**src/design/assert_macros.svh**
```systemverilog
// Assertion macros shared by the drop decider RTL.
// Each macro wraps one concurrent property clocked on clk_i and reset by rst_ni.
`ifndef ASSERT_MACROS_SVH
`define ASSERT_MACROS_SVH

// The consequent must hold in the same cycle as the antecedent.
`define CBDD_ASSERT_IMP(name, ante, cons, msg) \
  name: assert property (@(posedge clk_i) disable iff (!rst_ni) (ante) |-> (cons)) \
    else $error(msg);

// The consequent must hold in the cycle after the antecedent.
`define CBDD_ASSERT_NXT(name, ante, cons, msg) \
  name: assert property (@(posedge clk_i) disable iff (!rst_ni) (ante) |=> (cons)) \
    else $error(msg);

`endif

```
**src/design/cbdd_pkg.sv**
```systemverilog
// Package for the CoDel/BLUE drop decider: sequencer states, event and
// register codes, and the constant functions that build the 1/sqrt ROM.
// Used by cbdd_mul and codel_blue_drop_decider_top; depends on nothing.
`default_nettype none

package cbdd_pkg;

  // Width of the shared multiplier operands.
  localparam int MulW = 32;

  // Event codes carried in the op field.
  localparam logic [1:0] OP_DEQUEUE = 2'd0;
  localparam logic [1:0] OP_FULL    = 2'd1;
  localparam logic [1:0] OP_EMPTY   = 2'd2;

  // Configuration register indexes.
  localparam logic [1:0] REG_TARGET   = 2'd0;
  localparam logic [1:0] REG_INTERVAL = 2'd1;
  localparam logic [1:0] REG_BLUE_INC = 2'd2;
  localparam logic [1:0] REG_BLUE_DEC = 2'd3;

  // 3.0 in Q32.32 for the Newton step.
  localparam logic [63:0] THREE_Q32 = 64'h0000_0003_0000_0000;

  // Sequencer states.
  typedef enum logic [3:0] {
    S_IDLE,
    S_EVAL,
    S_UPD,
    S_N1,
    S_N2,
    S_N3,
    S_N4,
    S_N5,
    S_N6,
    S_LAW,
    S_ADV,
    S_CHK,
    S_DONE
  } state_e;

  // One Newton step of 1/sqrt(cnt) in Q0.32, with 64-bit wrapping.
  function automatic logic [31:0] newton_step(input logic [31:0] est,
                                              input logic [31:0] cnt);
    logic [63:0] prod;
    logic [31:0] sq;
    logic [63:0] v;
    prod = {32'b0, est} * {32'b0, est};
    sq   = prod[63:32];
    v    = THREE_Q32 - ({32'b0, cnt} * {32'b0, sq});
    v    = v >> 2;
    v    = (v * {32'b0, est}) >> 31;
    return v[31:0];
  endfunction

  // ROM entry k: all ones for zero, else four Newton steps from entry k-1.
  function automatic logic [31:0] inv_sqrt_entry(input int unsigned k);
    logic [31:0] est;
    est = '1;
    for (int unsigned j = 1; j <= k; j++) begin
      est = newton_step(est, 32'(j));
      est = newton_step(est, 32'(j));
      est = newton_step(est, 32'(j));
      est = newton_step(est, 32'(j));
    end
    return est;
  endfunction

endpackage

`default_nettype wire

```
**src/design/cbdd_intf.sv**
```systemverilog
// Request and response channel interfaces of the drop decider.
// Valid/ready handshake with the event fields and the verdict fields.
// Depends on nothing.
`default_nettype none

interface cbdd_req_if;
  logic        valid;
  logic        ready;
  logic [1:0]  op;
  logic [63:0] now_time;
  logic [63:0] enqueue_stamp;
  logic        ecn_capable;
  logic [31:0] random_value;

  modport source (output valid, output op, output now_time, output enqueue_stamp,
                  output ecn_capable, output random_value, input ready);
  modport sink (input valid, input op, input now_time, input enqueue_stamp,
                input ecn_capable, input random_value, output ready);
endinterface

interface cbdd_rsp_if;
  logic valid;
  logic ready;
  logic drop;
  logic ecn_mark;
  logic blue_change;

  modport source (output valid, output drop, output ecn_mark, output blue_change,
                  input ready);
  modport sink (input valid, input drop, input ecn_mark, input blue_change,
                output ready);
endinterface

`default_nettype wire

```
**src/design/codel_blue_drop_decider_top.sv**
```systemverilog
// CoDel/BLUE drop decider.
// Each request on req_i is one queue event: a dequeued packet, a queue-full or a
// queue-empty indication, with the current time, the packet's enqueue stamp, its
// ECN capability and a random word. Each request yields exactly one response on
// rsp_o carrying drop, ecn_mark and blue_change. Configuration registers are
// written through cfg_we_i/cfg_idx_i/cfg_wdata_i; the user must write them only
// while no request is in flight, as the block does not enforce it. The block
// takes one request at a time: req_i.ready is high only while idle. Queue-full,
// queue-empty and dequeues that need no schedule step go from S_EVAL to S_DONE,
// which loads the response register and returns to idle in the same cycle. A
// schedule step runs S_UPD, S_N1 to S_N6, S_LAW and S_ADV when the drop count
// is at or above TABLE_DEPTH (one Newton step through the shared multiplier plus
// the control-law product) and S_UPD, S_LAW and S_ADV otherwise. The catch-up
// loop repeats a step, plus one S_CHK check, for each count it takes back.
// The response sits in an output register, so a new request is accepted while a
// response still waits; a stalled receiver holds the finished result in the
// sequencer until the register frees. Reset clears the control state and
// restores the register defaults; no clearing pass is needed.
`default_nettype none

`include "assert_macros.svh"

module codel_blue_drop_decider_top
  import cbdd_pkg::*;
#(
  parameter int TABLE_DEPTH = 16
) (
  input  wire logic        clk_i,
  input  wire logic        rst_ni,
  cbdd_req_if.sink         req_i,
  cbdd_rsp_if.source       rsp_o,
  input  wire logic        cfg_we_i,
  input  wire logic [1:0]  cfg_idx_i,
  input  wire logic [31:0] cfg_wdata_i
);

  localparam int IdxW = (TABLE_DEPTH > 1) ? $clog2(TABLE_DEPTH) : 1;

  // 1/sqrt ROM built at elaboration.
  logic [31:0] rom [TABLE_DEPTH];
  for (genvar k = 0; k < TABLE_DEPTH; k++) begin : g_rom
    assign rom[k] = inv_sqrt_entry(k);
  end

  state_e state_q, state_d;

  // Latched request.
  logic [1:0]  op_q;
  logic [63:0] now_q, stamp_q;
  logic        ecn_q;
  logic [31:0] rnd_q;

  // Configuration registers.
  logic [31:0] target_q, interval_q, inc_q, dec_q;

  // Queue management state.
  logic [31:0] cnt_q, cnt_d;
  logic [31:0] est_q, est_d;
  logic [63:0] next_q, next_d;
  logic        dropping_q, dropping_d;
  logic [63:0] hold_q, hold_d;
  logic [31:0] prob_q, prob_d;
  logic        loop_q, loop_d;

  // Newton scratch.
  logic [61:0] v_q, v_d;
  logic [63:0] acc_q, acc_d;

  // Pending verdict and output register.
  logic res_drop_q, res_drop_d, res_mark_q, res_mark_d, res_chg_q, res_chg_d;
  logic out_valid_q, out_valid_d;
  logic out_drop_q, out_drop_d, out_mark_q, out_mark_d, out_chg_q, out_chg_d;

  // Shared multiplier.
  logic        mul_en;
  logic [31:0] mul_a, mul_b;
  logic [63:0] prod;

  cbdd_mul u_mul (
    .clk_i  (clk_i),
    .en_i   (mul_en),
    .a_i    (mul_a),
    .b_i    (mul_b),
    .prod_o (prod)
  );

  // Common comparisons.
  logic [63:0] sojourn, due_diff, hold_diff, newton_sum, v_full;
  logic [32:0] prob_sum;
  logic [31:0] prob_dec;
  logic        over, due, hold_over, blue_hit, out_free;

  assign sojourn    = now_q - stamp_q;
  assign due_diff   = now_q - next_q;
  assign hold_diff  = now_q - hold_q;
  assign over       = sojourn > {32'b0, target_q};
  assign due        = (cnt_q != '0) && !due_diff[63];
  assign hold_over  = hold_diff > {32'b0, target_q};
  assign blue_hit   = (prob_q != '0) && (rnd_q < prob_q);
  assign prob_sum   = {1'b0, prob_q} + {1'b0, inc_q};
  assign prob_dec   = (prob_q < dec_q) ? '0 : (prob_q - dec_q);
  assign newton_sum = acc_q + {prod[31:0], 32'b0};
  assign v_full     = THREE_Q32 - prod;
  assign out_free   = !out_valid_q || rsp_o.ready;

  assign req_i.ready = (state_q == S_IDLE);

  // Sequencer: next state, datapath updates and multiplier issue.
  always_comb begin
    state_d    = state_q;
    cnt_d      = cnt_q;
    est_d      = est_q;
    next_d     = next_q;
    dropping_d = dropping_q;
    hold_d     = hold_q;
    prob_d     = prob_q;
    loop_d     = loop_q;
    v_d        = v_q;
    acc_d      = acc_q;
    res_drop_d = res_drop_q;
    res_mark_d = res_mark_q;
    res_chg_d  = res_chg_q;
    mul_en     = 1'b0;
    mul_a      = est_q;
    mul_b      = est_q;
    out_valid_d = out_valid_q && !rsp_o.ready;
    out_drop_d  = out_drop_q;
    out_mark_d  = out_mark_q;
    out_chg_d   = out_chg_q;

    case (state_q)
      S_IDLE: begin
        if (req_i.valid) begin
          state_d = S_EVAL;
        end
      end

      S_EVAL: begin
        res_drop_d = 1'b0;
        res_mark_d = 1'b0;
        res_chg_d  = 1'b0;
        state_d    = S_DONE;
        case (op_q)
          OP_DEQUEUE: begin
            // Sojourn check enters or leaves the dropping state.
            if (over) begin
              dropping_d = 1'b1;
              if (!dropping_q) begin
                next_d = now_q + {32'b0, interval_q};
              end
              if (cnt_q == '0) begin
                cnt_d = 32'd1;
              end
            end else begin
              dropping_d = 1'b0;
            end
            // Scheduled drop, zero-interval reset or start of catch-up.
            if (due && over) begin
              res_mark_d = ecn_q;
              res_drop_d = !ecn_q;
              if (cnt_q != '1) begin
                cnt_d = cnt_q + 32'd1;
              end
              loop_d  = 1'b0;
              state_d = S_UPD;
            end else if (due && (interval_q == '0)) begin
              cnt_d = '0;
              est_d = rom[0];
            end else if (due) begin
              cnt_d   = cnt_q - 32'd1;
              loop_d  = 1'b1;
              state_d = S_UPD;
            end
            if (blue_hit) begin
              res_drop_d = 1'b1;
            end
          end
          OP_FULL: begin
            // Raise the BLUE probability after the hold-off.
            if (hold_over) begin
              res_chg_d = (prob_q == '0);
              prob_d    = prob_sum[32] ? '1 : prob_sum[31:0];
              hold_d    = now_q;
            end
            dropping_d = 1'b1;
            next_d     = now_q;
            if (cnt_q == '0) begin
              cnt_d = 32'd1;
            end
          end
          OP_EMPTY: begin
            // Lower the BLUE probability after the hold-off.
            if ((prob_q != '0) && hold_over) begin
              prob_d    = prob_dec;
              hold_d    = now_q;
              res_chg_d = (prob_dec == '0);
            end
            dropping_d = 1'b0;
          end
          default: begin
          end
        endcase
      end

      S_UPD: begin
        // Small counts read the ROM; larger ones take a Newton step.
        if (cnt_q < 32'(TABLE_DEPTH)) begin
          est_d   = rom[cnt_q[IdxW-1:0]];
          state_d = S_LAW;
        end else begin
          state_d = S_N1;
        end
      end

      S_N1: begin
        mul_en  = 1'b1;
        state_d = S_N2;
      end

      S_N2: begin
        mul_en  = 1'b1;
        mul_a   = cnt_q;
        mul_b   = prod[63:32];
        state_d = S_N3;
      end

      S_N3: begin
        v_d     = v_full[63:2];
        state_d = S_N4;
      end

      S_N4: begin
        mul_en  = 1'b1;
        mul_a   = v_q[31:0];
        state_d = S_N5;
      end

      S_N5: begin
        mul_en  = 1'b1;
        mul_a   = {2'b0, v_q[61:32]};
        acc_d   = prod;
        state_d = S_N6;
      end

      S_N6: begin
        est_d   = newton_sum[62:31];
        state_d = S_LAW;
      end

      S_LAW: begin
        mul_en  = 1'b1;
        mul_a   = interval_q;
        state_d = S_ADV;
      end

      S_ADV: begin
        next_d  = next_q + {32'b0, prod[63:32]};
        state_d = loop_q ? S_CHK : S_DONE;
      end

      S_CHK: begin
        // Catch-up continues while the schedule is still due.
        if (due) begin
          cnt_d   = cnt_q - 32'd1;
          state_d = S_UPD;
        end else begin
          state_d = S_DONE;
        end
      end

      S_DONE: begin
        if (out_free) begin
          out_valid_d = 1'b1;
          out_drop_d  = res_drop_q;
          out_mark_d  = res_mark_q;
          out_chg_d   = res_chg_q;
          state_d     = S_IDLE;
        end
      end

      default: begin
        state_d = S_IDLE;
      end
    endcase
  end

  // Sequencer and control state.
  always_ff @(posedge clk_i or negedge rst_ni) begin
    if (!rst_ni) begin
      state_q     <= S_IDLE;
      cnt_q       <= '0;
      est_q       <= '0;
      next_q      <= '0;
      dropping_q  <= 1'b0;
      hold_q      <= '0;
      prob_q      <= '0;
      loop_q      <= 1'b0;
      out_valid_q <= 1'b0;
    end else begin
      state_q     <= state_d;
      cnt_q       <= cnt_d;
      est_q       <= est_d;
      next_q      <= next_d;
      dropping_q  <= dropping_d;
      hold_q      <= hold_d;
      prob_q      <= prob_d;
      loop_q      <= loop_d;
      out_valid_q <= out_valid_d;
    end
  end

  // Configuration registers.
  always_ff @(posedge clk_i or negedge rst_ni) begin
    if (!rst_ni) begin
      target_q   <= 32'd5000000;
      interval_q <= 32'd100000000;
      inc_q      <= 32'd16777216;
      dec_q      <= 32'd1048576;
    end else if (cfg_we_i) begin
      case (cfg_idx_i)
        REG_TARGET:   target_q   <= cfg_wdata_i;
        REG_INTERVAL: interval_q <= cfg_wdata_i;
        REG_BLUE_INC: inc_q      <= cfg_wdata_i;
        REG_BLUE_DEC: dec_q      <= cfg_wdata_i;
        default: begin
        end
      endcase
    end
  end

  // Payload registers: request capture, scratch and verdicts.
  always_ff @(posedge clk_i) begin
    if (req_i.valid && req_i.ready) begin
      op_q    <= req_i.op;
      now_q   <= req_i.now_time;
      stamp_q <= req_i.enqueue_stamp;
      ecn_q   <= req_i.ecn_capable;
      rnd_q   <= req_i.random_value;
    end
    v_q        <= v_d;
    acc_q      <= acc_d;
    res_drop_q <= res_drop_d;
    res_mark_q <= res_mark_d;
    res_chg_q  <= res_chg_d;
    out_drop_q <= out_drop_d;
    out_mark_q <= out_mark_d;
    out_chg_q  <= out_chg_d;
  end

  assign rsp_o.valid       = out_valid_q;
  assign rsp_o.drop        = out_drop_q;
  assign rsp_o.ecn_mark    = out_mark_q;
  assign rsp_o.blue_change = out_chg_q;

  // An accepted request always moves the sequencer to evaluation.
  `CBDD_ASSERT_NXT(a_accept_eval, req_i.valid && req_i.ready, state_q == S_EVAL, "accept did not start evaluation")
  // The Newton path is only taken for counts beyond the ROM.
  `CBDD_ASSERT_IMP(a_newton_range, state_q == S_N1, cnt_q >= 32'(TABLE_DEPTH), "Newton step on a ROM count")
  // The dropping state always carries a nonzero count.
  `CBDD_ASSERT_IMP(a_dropping_count, dropping_q, cnt_q != '0, "dropping with zero count")
  // The BLUE probability changes only while an event is evaluated.
  `CBDD_ASSERT_NXT(a_prob_stable, state_q != S_EVAL, $stable(prob_q), "probability changed outside evaluation")

endmodule

`default_nettype wire

```
**src/design/cbdd_mul.sv**
```systemverilog
// Shared 32x32 multiplier of the drop decider with a registered product.
// Depends on cbdd_pkg for the operand width.
`default_nettype none

module cbdd_mul
  import cbdd_pkg::*;
(
  input  wire logic              clk_i,
  input  wire logic              en_i,
  input  wire logic [MulW-1:0]   a_i,
  input  wire logic [MulW-1:0]   b_i,
  output logic      [2*MulW-1:0] prod_o
);

  logic [2*MulW-1:0] prod_q;

  // Capture the full product when the sequencer issues an operation.
  always_ff @(posedge clk_i) begin
    if (en_i) begin
      prod_q <= {{MulW{1'b0}}, a_i} * {{MulW{1'b0}}, b_i};
    end
  end

  assign prod_o = prod_q;

endmodule

`default_nettype wire

```
**src/flat_wrapper.sv**
```systemverilog
// flat-port wrapper written by rule: the top's interface ports become plain ports
module codel_blue_drop_decider_top_flat import cbdd_pkg::*;
#(
  parameter int TABLE_DEPTH = 16
)
  (clk_i, rst_ni, cfg_we_i, cfg_idx_i, cfg_wdata_i, req_i_valid, req_i_op, req_i_now_time, req_i_enqueue_stamp, req_i_ecn_capable, req_i_random_value, req_i_ready, rsp_o_valid, rsp_o_drop, rsp_o_ecn_mark, rsp_o_blue_change, rsp_o_ready);
  cbdd_req_if req_i_i ();
  cbdd_rsp_if rsp_o_i ();
  input  wire logic clk_i;
  input  wire logic rst_ni;
  input  wire logic cfg_we_i;
  input  wire logic [1:0] cfg_idx_i;
  input  wire logic [31:0] cfg_wdata_i;
  input wire logic [$bits(req_i_i.valid)-1:0] req_i_valid;
  input wire logic [$bits(req_i_i.op)-1:0] req_i_op;
  input wire logic [$bits(req_i_i.now_time)-1:0] req_i_now_time;
  input wire logic [$bits(req_i_i.enqueue_stamp)-1:0] req_i_enqueue_stamp;
  input wire logic [$bits(req_i_i.ecn_capable)-1:0] req_i_ecn_capable;
  input wire logic [$bits(req_i_i.random_value)-1:0] req_i_random_value;
  output wire logic [$bits(req_i_i.ready)-1:0] req_i_ready;
  output wire logic [$bits(rsp_o_i.valid)-1:0] rsp_o_valid;
  output wire logic [$bits(rsp_o_i.drop)-1:0] rsp_o_drop;
  output wire logic [$bits(rsp_o_i.ecn_mark)-1:0] rsp_o_ecn_mark;
  output wire logic [$bits(rsp_o_i.blue_change)-1:0] rsp_o_blue_change;
  input wire logic [$bits(rsp_o_i.ready)-1:0] rsp_o_ready;
  assign req_i_i.valid = req_i_valid;
  assign req_i_i.op = req_i_op;
  assign req_i_i.now_time = req_i_now_time;
  assign req_i_i.enqueue_stamp = req_i_enqueue_stamp;
  assign req_i_i.ecn_capable = req_i_ecn_capable;
  assign req_i_i.random_value = req_i_random_value;
  assign req_i_ready = req_i_i.ready;
  assign rsp_o_valid = rsp_o_i.valid;
  assign rsp_o_drop = rsp_o_i.drop;
  assign rsp_o_ecn_mark = rsp_o_i.ecn_mark;
  assign rsp_o_blue_change = rsp_o_i.blue_change;
  assign rsp_o_i.ready = rsp_o_ready;
  codel_blue_drop_decider_top #(.TABLE_DEPTH(TABLE_DEPTH)) u_core (.clk_i(clk_i), .rst_ni(rst_ni), .req_i(req_i_i), .rsp_o(rsp_o_i), .cfg_we_i(cfg_we_i), .cfg_idx_i(cfg_idx_i), .cfg_wdata_i(cfg_wdata_i));
endmodule
```
**config.mk**
```make
export PLATFORM = sky130hd
export DESIGN_NAME = codel_blue_drop_decider_top_flat
export DESIGN_NICKNAME = d
export VERILOG_FILES = /design/src/design/cbdd_pkg.sv /design/src/design/cbdd_intf.sv /design/src/design/codel_blue_drop_decider_top.sv /design/src/design/cbdd_mul.sv /design/src/flat_wrapper.sv
export VERILOG_INCLUDE_DIRS = /design/src /design/src/design
export SDC_FILE = /design/constraint.sdc
export NUM_CORES = 2
export LEC_CHECK = 0
export ABC_AREA = 0
export CORE_ASPECT_RATIO = 1.2
export CORE_MARGIN = 2
export CORE_UTILIZATION = 25
export CTS_BUF_LIST = sky130_fd_sc_hd__clkbuf_4
export CTS_CLUSTER_DIAMETER = 60
export DETAILED_ROUTE_END_ITERATION = 7
export DONT_BUFFER_PORTS = 1
export GPL_TIMING_DRIVEN = 0
export PLACE_DENSITY = 0.51
export SLEW_MARGIN = 30
export SYNTH_ARGS = -nofsm -noshare
export SYNTH_HDL_FRONTEND = slang
export SYNTH_SLANG_ARGS = --single-unit
```
**constraint.sdc**
```tcl
create_clock -name clk_i -period 10.6 [get_ports clk_i]
set_input_delay 0 -clock clk_i [delete_from_list [all_inputs] [get_ports clk_i]]
set_output_delay 0 -clock clk_i [all_outputs]
set_load 0.03 [all_outputs]
```
After elaboration in Yosys (flattened, before gate mapping) --
Memory sizes are Yosys's and may differ from the RTL's. Index checks and enable logic that the tools add are counted.
Word-level totals: bits in registers 717, bits in read-only memories 512, input port bits 202, output and inout bits 5, logic and storage cells 171, memories kept 1
Memory list:
- (no name shown) | depth 16, bits a word 32, rd ports 1, clocked after memory_dff 0, write ports 0, line codel_blue_drop_decider_top.sv:208 | est_d = rom[cnt_q[IdxW-1:0]];
Cells by class: add/subtract/negate cells 11, multiply operators 1, magnitude comparators 6, equal/unequal tests 31, multiplexer cells 52, bitwise operators 1, reductions and logical operators 41
Operators by type and width (number):
- 32-bit two-way mux | 18
- 64-bit one-hot mux with 2 select lines | 3
- 64-bit two-way mux | 4
- 32-bit one-hot mux with 2 select lines | 3
- 64-bit subtractor | 3
- 64-bit by 32-bit adder with 64-bit output | 2
- 64-bit by 32-bit > comparator with 1-bit output | 2
- 32-bit logical NOT | 4
- 32-bit one-hot mux with 4 select lines | 1
- 32-bit one-hot mux with 3 select lines | 1
- 32-bit less-than comparator | 2
- 32-bit by 32-bit multiplier with 64-bit output | 1
- 32-bit nonzero test | 2
- 34-bit by 64-bit subtractor with 64-bit output, first input constant | 1
- 63-bit adder | 1
- 4-bit one-hot mux with 13 select lines | 1
- 32-bit by 32-bit adder with 33-bit output | 1
- 32-bit by 1-bit adder with 32-bit output, second input constant | 1
- 32-bit by 5-bit less-than comparator with 1-bit output, second input constant | 1
- 32-bit != test, second input constant | 1
- 32-bit by 1-bit subtractor with 32-bit output, second input constant | 1
- 32-bit subtractor | 1
- 4-bit two-way mux | 7
- 4-bit equality test, second input constant | 5
- other kinds (27) | 76

Longest topological paths before layout --
depth after elaboration 8, gate-level depth with buffers 42, depth with buffers taken out 38

Modules after synthesis --
Synthesis repeated with hierarchy kept, for this count alone.
Unflattened totals: cells, all modules 9596, area, all modules 86001.2 um^2
By module, submodules not included:
- codel_blue_drop_decider_top | times used 1, cells each 5773, area an instance 50494.7 um^2, seq. area each 16908.7 um^2
- cbdd_mul | times used 1, cells each 3823, area an instance 35506.6 um^2, seq. area each 1921.8 um^2

Worst setup path before layout --
OpenSTA, ideal clock, no wires.
path kind reg-to-reg, start point register u_core.state_q[3], end point register u_core.u_mul.prod_q[62], in the netlist u_core.u_mul.prod_o[62] (data pin), library setup time 0.265 ns, arrival 10.161 ns, data required time 10.335 ns, slack 0.174 ns, stages on the path, launching flop included 36, buffers on the path 2, period minus slack after synthesis 10.426 ns, cell sequence dfrtp_1 -> nand2b_1 -> nor2_1 -> clkbuf_1 -> a22oi_1 -> nand3_1 -> o21a_1 -> clkbuf_1 -> nand2_1 -> fa_1 -> fa_1 -> fa_1 -> fa_1 -> inv_1 -> fa_1 -> fa_1 -> fa_1 -> inv_1 -> fa_1 -> inv_1 -> ha_1 -> a21o_1 -> a21o_1 -> a21oi_1 -> o21ai_0 -> a2111o_1 -> o2111a_1 -> a211oi_1 -> o21ai_0 -> a211o_1 -> a311o_1 -> o21bai_1 -> nand2_1 -> a31oi_1 -> o21ai_0 -> xor2_1
Between the ends: longest elaborated chain between the ends 3, elaborated cells between the ends (all ways) 7, classes of those cells mul: 1; eq/ne: 4; mux: 2
Ends and longest elaborated chain:
- start, declared | line codel_blue_drop_decider_top.sv:45 | state_e state_q, state_d;
- start signal, assigned | line codel_blue_drop_decider_top.sv:300 | state_q <= state_d;
- 4-bit equality test or 4-bit by 3-bit equality test with 1-bit output (tied branches) | line codel_blue_drop_decider_top.sv:131 | case (state_q)
- 32-bit one-hot mux with 4 select lines or 32-bit two-way mux (tied branches) | line codel_blue_drop_decider_top.sv:131
- 32-bit by 32-bit multiplier with 64-bit output (*) | line cbdd_mul.sv:20 | prod_q <= {{MulW{1'b0}}, a_i} * {{MulW{1'b0}}, b_i};
- end signal, assigned | line cbdd_mul.sv:20
- end, declared | line cbdd_mul.sv:15 | logic [2*MulW-1:0] prod_q;
Every way passes the cells marked *; elsewhere a longest branch is shown, timed or not. A chain may end at the register's enable or synchronous reset.

Worst setup path in the final report --
Same ends and word-level chain as after synthesis.

==> summary.txt <==
Timing
  • Max-slew violations: 0
  • Setup ws final: 0.205 ns
  • Worst-Margin Slew: 1.06 ns
  • Setup violations, final: 0
  • Worst Skew: 0.157 ns
  • Final hold vios: 1
  • Worst slew margin: 28.5%
  • Tcrit/Tclk final: 98.1%
  • Fmax: 96.2 MHz
  • Hold_ws: -0.00514 ns
  • Fin crit period: 10.40 ns

GRT
  • Global-route usage over all layers: 21.1%
  • First-pass GRT wire length: 518 mm
  • Vias in the first global route: 76100
  • Met2 usage: 35.7%
  • M1 GR Usage: 25.5%
  • GRT Residual Overflow: 0
  • Gr busiest metal: met2
  • Grt met3 use: 3.06%
  • Largest net degree at the start of global routing: 267
  • Antenna violations before repair: 21

CTS
  • Sink Count: 686
  • Max Buffers Root-to-Sink: 4
  • Worst skew pair latency: 1.25 ns
  • Clock root cell: clkbuf_4
  • CTS H-tree lvls: 4
  • CTS tree: yes
  • Clock transition at path regs: 0.09 ns
  • CTS Buf Count: 194

Critical path
  • CP max FO: 10
  • RR Endpoint: u_core.u_mul.prod_o[62]$_DFFE_PP_
  • CP startpoint kind: flip-flop
  • Critical path class: flip-flop to flip-flop
  • R2R setup slack: 0.20 ns
  • Critical Path Max Stage Delay: 0.63 ns
  • Setup crit end kind: flip-flop
  • CP delay by family, top: adder cells
  • CP most frequent cell: fa_1
  • Worst path required time: 11.52 ns
  • WP buf/inv: 7
  • Worst r2r src: u_core.state_q[3]$_DFFE_PN0P_
  • Arrival time at the worst endpoint: 11.32 ns
  • CP max-delay cell: fa_1
  • R2R cell count: 35

Floorplan
  • Die footprint: 334000 µm²
  • Chip Width: 528 µm
  • Height of the die: 633 µm
  • Starting Density: 25.2%
  • Top Ports: 207
  • Rows: 230
  • Core area: 327000 µm²

Detailed routing
  • Wire per inst: 24.4 µm
  • Detail-routed via count per cell: 5.03
  • Final WL: 359 mm
  • DRT antenna net count: 0
  • 1st-pass router iterations: 6
  • Routed via count: 73800
  • Iter 0 DRT Violations: 5779
  • Drt drc: 0

Logic synthesis
  • Ys flop type: dfrtp_1
  • Yosys warnings: 0
  • Net count after synthesis: 11100
  • Post-Syn Instances: 9313
  • Post-synth EDFFs: 327
  • #FFs+latches synth: 686
  • Ys async rst share: 52.3%
  • Sequential element share of the synthesized area: 22.9%
  • Synth unique cells: 88
  • Mean area per synthesized cell: 8.84 µm²
  • Cell Area, Synth: 82400 µm²

Place
  • GP Congestion: 1.01
  • Pre-CTS WS: -3.73 ns
  • PortBufs: 0
  • Post-DP HPWL: 283 mm

Run status
  • Failing checks: negative hold slack
  • Outcome: finished with violations

Flow run
  • Max-cap violations: 0

Finish
  • Fillers: 34800
  • Area Growth Syn to Fin: 21.6%
  • Layout cells sized above 1: 9.29%
  • Nets: 12100

Worst hold path
  • Hold Path Class: input pin to async pin
[cells in the mapped netlist, drive strengths merged, types with 14 or more instances]
library cell / instances / area, µm²
a2111oi: 14 / 141
dfrtp: 337 / 8430
o21bai: 62 / 465
nand2b: 69 / 437
o211ai: 69 / 518
fa: 903 / 18100
o22ai: 19 / 119
o31ai: 49 / 368
clkbuf: 401 / 1510
mux2: 135 / 1520
o21ai: 514 / 2570
a31oi: 55 / 344
a21oi: 535 / 2680
or4: 18 / 146
nand4: 113 / 707
o21a: 86 / 646
nor3: 117 / 597
a211oi: 63 / 473
ha: 722 / 9030
nor4: 59 / 399
a22oi: 92 / 691
xnor2: 238 / 2080
buf: 25 / 96.3
nor2: 995 / 3730
nand2: 974 / 3660
mux2i: 43 / 430
dfstp: 22 / 578
and2: 39 / 244
edfxtp: 327 / 9820
nand3: 165 / 826
nor2b: 64 / 400
and4: 17 / 149
a221oi: 26 / 228
a21boi: 19 / 143
a21o: 213 / 1600
a311oi: 16 / 140
a211o: 22 / 193
and3: 53 / 332
or2: 28 / 175
xor2: 155 / 1360
inv: 1250 / 4690
or3: 39 / 254
[registers in the layout (all words and copies together) (netlist names), 62 cells and up]
name                 cells
u_core.v_q              62
u_core.u_mul.prod_o     64
u_core.now_q            64
u_core.next_q           64
u_core.hold_q           64
u_core.stamp_q          64
[area by class of cell]
cell class              instances  area (µm²)  share of cell area (%)
flip-flops and latches        686       18800                    18.8
plain buffers                 406        2700                    2.69
well taps                    4292        5370                    5.36
inverters                    1250        4690                    4.69
clock inverters                70         418                   0.417
clock buffers                 275        2060                    2.06
repair buffers                735        7430                    7.42
multi-input cells            6952       58600                    58.5
diodes                         14        35.0                  0.0350
[metal layers]
layer / vias to the layer above / part of all wire [%]
met5: - / 0.0064
met2: 2744 / 48
met4: 4 / 6.5
met3: 837 / 6.5
met1: 36900 / 39
li1: 33300 / -
[layout by cell type, fill, tap and decap left out, drive strengths merged, types with 327 or more instances in the layout]
| master | count |
|---|---|
| o21ai | 514 |
| clkbuf | 625 |
| fa | 903 |
| dlygate4sd3 | 608 |
| dfrtp | 337 |
| edfxtp | 327 |
| ha | 722 |
| a21oi | 535 |
| inv | 1251 |
| nand2 | 974 |
| nor2 | 995 |
[worst max-delay path by stage]
stage	depth (start not counted)	from	end
after global routing	38	u_core.state_q[1]$_DFFE_PN0P_	u_core.u_mul.prod_o[62]$_DFFE_PP_
after CTS	36	u_core.state_q[3]$_DFFE_PN0P_	u_core.u_mul.prod_o[60]$_DFFE_PP_
final	35	u_core.state_q[3]$_DFFE_PN0P_	u_core.u_mul.prod_o[62]$_DFFE_PP_
after floorplan	35	u_core.state_q[3]$_DFFE_PN0P_	u_core.u_mul.prod_o[62]$_DFFE_PP_
after detailed placement	35	u_core.state_q[1]$_DFFE_PN0P_	u_core.u_mul.prod_o[61]$_DFFE_PP_
after global placement	34	u_core.state_q[3]$_DFFE_PN0P_	u_core.u_mul.prod_o[61]$_DFFE_PP_
[kinds of logic (layout without fill, tap and decap cells)]
| logic type | count (synthesis) | count (layout) | share of synthesized area, % |
|---|---|---|---|
| AND/OR/NAND/NOR | 2780 | 2780 | 15.0 |
| AO/OA/AOI/OAI | 1975 | 1976 | 15.1 |
| buffers and inverters | 1676 | 2736 | 7.64 |
| adder cells (fa/ha/maj) | 1625 | 1625 | 32.9 |
| flip-flops | 686 | 686 | 22.9 |
| XOR/XNOR | 393 | 393 | 4.18 |
| multiplexers | 178 | 178 | 2.37 |
| other | 0 | 14 | 0 |
[worst min-delay path, cell delays in order]
cell           delay [ns]
dlygate4sd3_1        0.53
dlygate4sd3_1        0.66
buf_16               0.35
[metrics by stage]
stage / setup TNS, ns / std cells / util (%) / area, µm² / hold WS (ns)
after floorplan: 0 / 9313 / - / 82400 / -0.296
after global placement: -131.44 / 13600 / 26.8 / 87700 / -0.254
after detailed placement: -81.42 / 13600 / 27.0 / 88400 / -0.251
after CTS: 0 / 14600 / 30.4 / 99500 / 0.000109
after global routing: -0.0709 / 14700 / 30.6 / 100000 / 0.0124
final: 0 / 14700 / 30.6 / 100000 / -0.00514
[what timing repair did]
action | CTS | global route
hold endpoints to repair | 820 | 0
endpoints found under the setup margin | 40 | 14
gates resized for setup | 479 | 129
pin swaps | 12 | 15
hold buffers | 610 | 0
gates cloned | 3 | 1
setup buffers | 66 | 32
Power is not shown: default switching activity piles up to over one toggle a cycle in this logic, so the estimate is an artifact.
